`src/design/ttlb_pkg.sv`:
```
`timescale 1ns / 1ps

package ttlb_pkg;

  // Widths fixed by the request and response formats.
  localparam int PAGE_W = 36;
  localparam int PID_W  = 8;

  // Defaults for the top-level parameters.
  localparam int ENTRIES_DEFAULT   = 16;
  localparam int PAGE_BITS_DEFAULT = 36;

  typedef enum logic {
    CMD_TRANSLATE = 1'b0,
    CMD_ASSOCIATE = 1'b1
  } cmd_t;

  typedef struct packed {
    cmd_t              cmd;
    logic [PAGE_W-1:0] vpn;
    logic [PID_W-1:0]  pid;
    logic [PAGE_W-1:0] new_ppn;
  } req_t;

  typedef struct packed {
    logic              hit;
    logic [PAGE_W-1:0] ppn_out;
    logic              evicted;
  } rsp_t;

endpackage

```
`src/design/ttlb_cam.sv`:
```
`timescale 1ns / 1ps

module ttlb_cam import ttlb_pkg::*; #(
  parameter int ENTRIES   = ENTRIES_DEFAULT,
  parameter int PAGE_BITS = PAGE_BITS_DEFAULT
) (
  input  logic clk,
  input  logic rst,
  input  logic fire,
  input  req_t req,
  output rsp_t rsp
);

  localparam int IW = (ENTRIES > 1) ? $clog2(ENTRIES) : 1;
  localparam int CW = $clog2(ENTRIES + 1);
  localparam int PW = (PAGE_BITS < PAGE_W) ? PAGE_BITS : PAGE_W;

  logic [ENTRIES-1:0] valid;
  logic [PW-1:0]      vpn_q  [ENTRIES];
  logic [PID_W-1:0]   pid_q  [ENTRIES];
  logic [PW-1:0]      ppn_q  [ENTRIES];
  logic [IW-1:0]      rank   [ENTRIES];
  logic [CW-1:0]      count;

  logic [PW-1:0]      vpn_m;
  logic [PW-1:0]      ppn_m;
  logic [ENTRIES-1:0] match;
  logic [ENTRIES-1:0] oldest;
  logic [ENTRIES-1:0] free_oh;
  logic [ENTRIES-1:0] slot_oh;
  logic               hit;
  logic               full;
  logic [IW-1:0]      hit_rank;
  logic [PW-1:0]      hit_ppn;
  logic               assoc;

  assign vpn_m = req.vpn[PW-1:0];
  assign ppn_m = req.new_ppn[PW-1:0];
  assign assoc = (req.cmd == CMD_ASSOCIATE);
  assign full  = (count == CW'(ENTRIES));

  // Ranks of the valid entries always form 0 .. count-1, so on a full buffer
  // the least recent entry is the one at the top rank.
  always_comb begin
    hit_rank = '0;
    hit_ppn  = '0;
    for (int i = 0; i < ENTRIES; i++) begin
      match[i]  = valid[i] && (vpn_q[i] == vpn_m) && (pid_q[i] == req.pid);
      oldest[i] = valid[i] && (rank[i] == IW'(ENTRIES - 1));
      hit_rank  = hit_rank | (match[i] ? rank[i] : '0);
      hit_ppn   = hit_ppn | (match[i] ? ppn_q[i] : '0);
    end
  end

  assign hit     = |match;
  // Lowest clear bit of the valid vector.
  assign free_oh = ~valid & (valid + 1'b1);
  assign slot_oh = full ? oldest : free_oh;

  always_comb begin
    rsp.hit     = hit;
    rsp.ppn_out = (!assoc && hit) ? PAGE_W'(hit_ppn) : '0;
    rsp.evicted = assoc && !hit && full;
  end

  always_ff @(posedge clk) begin
    if (rst) begin
      valid <= '0;
      count <= '0;
      for (int i = 0; i < ENTRIES; i++) begin
        rank[i] <= '0;
      end
    end else if (fire && assoc) begin
      if (hit) begin
        for (int i = 0; i < ENTRIES; i++) begin
          if (match[i]) begin
            rank[i] <= '0;
          end else if (valid[i] && (rank[i] < hit_rank)) begin
            rank[i] <= rank[i] + 1'b1;
          end
        end
      end else begin
        for (int i = 0; i < ENTRIES; i++) begin
          if (slot_oh[i]) begin
            valid[i] <= 1'b1;
            rank[i]  <= '0;
          end else if (valid[i]) begin
            rank[i] <= rank[i] + 1'b1;
          end
        end
        if (!full) begin
          count <= count + 1'b1;
        end
      end
    end
  end

  always_ff @(posedge clk) begin
    if (fire && assoc) begin
      for (int i = 0; i < ENTRIES; i++) begin
        if (hit ? match[i] : slot_oh[i]) begin
          ppn_q[i] <= ppn_m;
        end
        if (!hit && slot_oh[i]) begin
          vpn_q[i] <= vpn_m;
          pid_q[i] <= req.pid;
        end
      end
    end
  end

endmodule

```
`src/design/tagged_tlb_lru_top.sv`:
```
`timescale 1ns / 1ps
// Fully associative translation buffer tagged by virtual page and process id.
// Throughput: one request per cycle unless the result consumer stalls; the single tag
// compare across all entries and the entry update sit between the request register
// and the result register, which holds each result until the consumer takes it.
// Reset (synchronous, active high) clears every entry's valid bit, the recency
// ranks and the fill count; the buffer is usable in the cycle after reset.

module tagged_tlb_lru_top import ttlb_pkg::*; #(
  parameter int ENTRIES   = ENTRIES_DEFAULT,
  parameter int PAGE_BITS = PAGE_BITS_DEFAULT
) (
  input  logic clk,
  input  logic rst,
  input  logic req_valid,
  output logic req_stall,
  input  req_t req,
  output logic rsp_valid,
  input  logic rsp_stall,
  output rsp_t rsp
);

  // Request register: holds one accepted request until it can be looked up.
  logic s1_valid;
  req_t s1_req;
  // The request is looked up, and the entries updated, in the cycle it moves
  // into the result register, so consecutive requests always see the state
  // left by the previous one.
  logic s1_adv;
  rsp_t cam_rsp;

  assign s1_adv    = s1_valid && (!rsp_valid || !rsp_stall);
  // A new request is taken whenever the request register is empty or is
  // emptying this cycle, even while a finished result waits downstream.
  assign req_stall = s1_valid && !s1_adv;

  always_ff @(posedge clk) begin
    if (rst) begin
      s1_valid <= 1'b0;
    end else if (req_valid && !req_stall) begin
      s1_valid <= 1'b1;
    end else if (s1_adv) begin
      s1_valid <= 1'b0;
    end
  end

  always_ff @(posedge clk) begin
    if (req_valid && !req_stall) begin
      s1_req <= req;
    end
  end

  ttlb_cam #(
    .ENTRIES   (ENTRIES),
    .PAGE_BITS (PAGE_BITS)
  ) u_cam (
    .clk  (clk),
    .rst  (rst),
    .fire (s1_adv),
    .req  (s1_req),
    .rsp  (cam_rsp)
  );

  // Result register: a held result stays put while the consumer stalls.
  always_ff @(posedge clk) begin
    if (rst) begin
      rsp_valid <= 1'b0;
    end else if (s1_adv) begin
      rsp_valid <= 1'b1;
    end else if (!rsp_stall) begin
      rsp_valid <= 1'b0;
    end
  end

  always_ff @(posedge clk) begin
    if (s1_adv) begin
      rsp <= cam_rsp;
    end
  end

endmodule
```
`config.mk`:
```
export PLATFORM = sky130hd
export DESIGN_NAME = tagged_tlb_lru_top
export DESIGN_NICKNAME = d
export VERILOG_FILES = /design/src/design/ttlb_pkg.sv /design/src/design/ttlb_cam.sv /design/src/design/tagged_tlb_lru_top.sv
export SDC_FILE = /design/constraint.sdc
export NUM_CORES = 2
export LEC_CHECK = 0
export BUFFER_PORTS_ARGS = -buffer_cell sky130_fd_sc_hd__buf_2
export CAP_MARGIN = 20
export CORE_UTILIZATION = 57
export DETAILED_ROUTE_END_ITERATION = 7
export PLACE_DENSITY = 0.71
export REMOVE_ABC_BUFFERS = 1
export SYNTH_ARGS = -nofsm -noshare
export SYNTH_HDL_FRONTEND = slang
export SYNTH_HIERARCHICAL = 1
export SYNTH_SLANG_ARGS = --single-unit
```
`constraint.sdc`:
```
create_clock -name clk -period 13 [get_ports clk]
set_input_delay 1.3 -clock clk [delete_from_list [all_inputs] [get_ports clk]]
set_output_delay 1.3 -clock clk [all_outputs]
set_load 0.1 [all_outputs]
```
==> summary.txt <==
Logic synthesis
  – Most common flop cell mapped by yosys: edfxtp_1
  – Avg Inst Size Synth: 15.5 um^2
  – Synthesized area: 0.0624 mm^2
  – Seq/Total Area, Yosys: 71.1%
  – Distinct cells, synth: 75
  – Number of synthesized flops with an enable pin: 1463
  – Post-Synthesis Cells: 4028
  – #FFs+latches synth: 1486
  – Ys async rst share: 0%
  – Yosys warns: 6

Power
  – Sequential Power Share: 54.0%
  – Internal power: 7.73 mW
  – Clock power frac: 41.4%
  – Sw Share: 22.3%
  – Worst VDD drop: 0.000139 V
  – Overall power: 9.95 mW
  – Power density over cell area: 143 mW/mm^2
  – Combinational power share: 4.6%
  – Leakage dissipation: 21.0 nW
  – Psw: 2.22 mW

STA
  – Slew Viols, Final: 0
  – Setup tns final: 0 ns
  – Hold Worst Slack: 0.534 ns
  – RSZ-0062 raised after global routing: no
  – Min cycle time layout: 5.92 ns
  – Share of the clock period used by the worst path: 45.6%
  – Worst Tran Pin Value: 1.14 ns
  – Max_slew headroom: 23.2%
  – Final setup fails: 0
  – Fin worst setup slack: 7.08 ns
  – Fmax: 169 MHz
  – Final hold vios: 0
  – Layout Skew: 0.0500 ns

GRT
  – Largest net degree at the start of global routing: 58
  – Vias in the first global route: 37300
  – Initial antenna violation count: 3
  – Global-route wire length before repair: 256000 um
  – GRT overflow: 0
  – GRT Overall Usage: 32.1%

Layout
  – Post-route cell area: 0.0697 mm^2
  – Most common cell after layout, fill and taps aside: edfxtp_1
  – Final core utilization: 64.1%
  – Multi-input gate area: 0.0171 mm^2
  – Sequential Area: 0.0444 mm^2
  – P&R area growth vs syn: 11.6%
  – Finished Layout Cells: 5753
  – Final nets: 4356
  – Fillers: 7677
  – Most frequent cells in the layout: edfxtp_1 (1463), xnor2_1 (679), nand4_1 (330), a221oi_1 (155), a22o_1 (153)
  – Fraction of layout cells with a size suffix above 1: 12.2%

Status
  – Outcome: finished, final reports clean

Clock tree
  – Post-CTS Setup Bufs: 0
  – CTS root buffer: clkbuf_16
  – CTS tree: yes
  – H-tree levels: 4
  – CTS clock-pin slew for the worst setup and hold paths: 0.06 ns
  – Clk sinks: 1486
  – Clock Latency Late Sink: 0.79 ns
  – # hold bufs at CTS: 0
  – CTS buffer count: 149
  – Cts repair resizes: 0
  – Clk buf depth: 3

Worst setup path
  – CP Data Required Time: 13.40 ns
  – Data arrival time of the critical path: 6.32 ns
  – Crit Path Class: reg -> reg
  – CP Max Fanout: 42
  – Startpoint types: register
  – Crit. End Element: register

Drt
  – Vias per cell: 6.76
  – Drt pass-1 iters: 6
  – Aggregate routed wire length: 179000 um
  – Vias: 38900
  – DR DRC count: 0
  – Post-DRT Antenna Nets: 0
  – DR iter-0 viols: 5492
  – Drt wl/cell: 31.1 um

Flow run
  – Max-Cap Viols: 0

Die
  – # rows: 121
  – Die Span X: 333 um
  – Core area: 0.109 mm^2
  – Die footprint: 0.111 mm^2
  – Initial cell density of the core: 57.4%
  – Chip height: 333 um
  – I/O pin count: 125

Placed design
  – Place WS: 7.21 ns
  – PortBufs: 124
  – Cell total after placement: 5479
  – Post-detail-place hpwl: 101000 um
  – Placed cell area: 0.0649 mm^2
  – Gpl congestion: 0.952

Min path
  – Type of the most critical hold path: reg -> reg
==> sequential cells by signal (all words and copies together) (netlist names) <==
| signal | cells |
|---|---|
| u_cam/ppn_q | 576 |
| u_cam/pid_q | 128 |
| u_cam/count | 5 |
| u_cam/vpn_q | 576 |
| rsp | 38 |
| u_cam/rank | 64 |
| s1_req | 81 |
| s1_valid | 1 |
| u_cam/valid | 16 |
| rsp_valid | 1 |
==> critical path: stages, from the launching register on <==
cell and delay [ns]:
edfxtp_1 0.81, buf_4 0.47, xnor2_1 0.23, nand4_1 0.14, nor4_1 0.88, and3_2 0.31
buf_4 0.57, a22oi_1 0.16, nand3_1 0.14, nor2_1 0.15, buf_4 0.24, ha_1 0.31
and2_1 0.15, maj3_1 0.36, o31ai_1 0.57
==> synth_stat cells (52+ instances only) <==
master | n | area (um^2)
a21oi_1 | 57 | 285
a221oi_1 | 155 | 1360
a22o_1 | 153 | 1340
buf_2 | 52 | 260
clkbuf_1 | 102 | 383
edfxtp_1 | 1463 | 43900
nand2_1 | 100 | 375
nand2b_1 | 82 | 513
nand3_1 | 121 | 606
nand4_1 | 330 | 2060
nor2_1 | 99 | 372
nor4_1 | 96 | 601
xnor2_1 | 679 | 5950
==> power groups by stage <==
stage                     combinational [mW]  sequential [mW]  clock [mW]
after global placement                 0.450             5.47           0
after CTS                              0.456             5.37        4.15
final                                  0.461             5.37        4.12
after detailed placement               0.454             5.47           0
after global routing                   0.482             5.37        4.32
after floorplan                        0.179             5.55           0
==> area by class of cell <==
class	instances	share of cell area [%]
sequential	1486	63.7
multi-input combinational	2285	24.5
clock buffer	191	5.69
tap	1414	2.54
timing repair buffer	248	2.33
clock inverter	77	0.971
inverter	51	0.275
antenna	1	0.00359
==> final timing paths <==
| kind | start | endpoint | slack, ns | depth (start not counted) |
|---|---|---|---|---|
| max | s1_req[71] | u_cam/rank[1][30] | 7.08 | 14 |
| min | s1_valid | rsp_valid | 0.53 | 2 |
| max reg2reg | s1_req[71] | u_cam/rank[1][30] | 7.08 | 14 |
| min reg2reg | s1_valid | rsp_valid | 0.53 | 2 |
==> logic make-up (layout without fill, tap and decap cells) <==
family	count (synthesis)	count (layout)	synth area share, %
compound gates	567	567	7.24
xor+xnor	701	701	9.84
fa+ha+maj	51	51	1.02
buf+inv	257	567	1.96
flops	1486	1486	71.1
mux	2	2	0.0321
other cells	0	1	0
simple gates	964	964	8.79
==> routing by layer <==
metal | vias to the layer above | wire (um) | track usage [%]
li1 | 16300 | - | -
met1 | 19400 | 68900 | 44.6
met2 | 2691 | 82900 | 49.9
met3 | 456 | 19500 | 5.51
met4 | 2 | 7790 | 14.4
met5 | - | 13 | 0
Note: power is estimated with default switching activity, not from simulation.
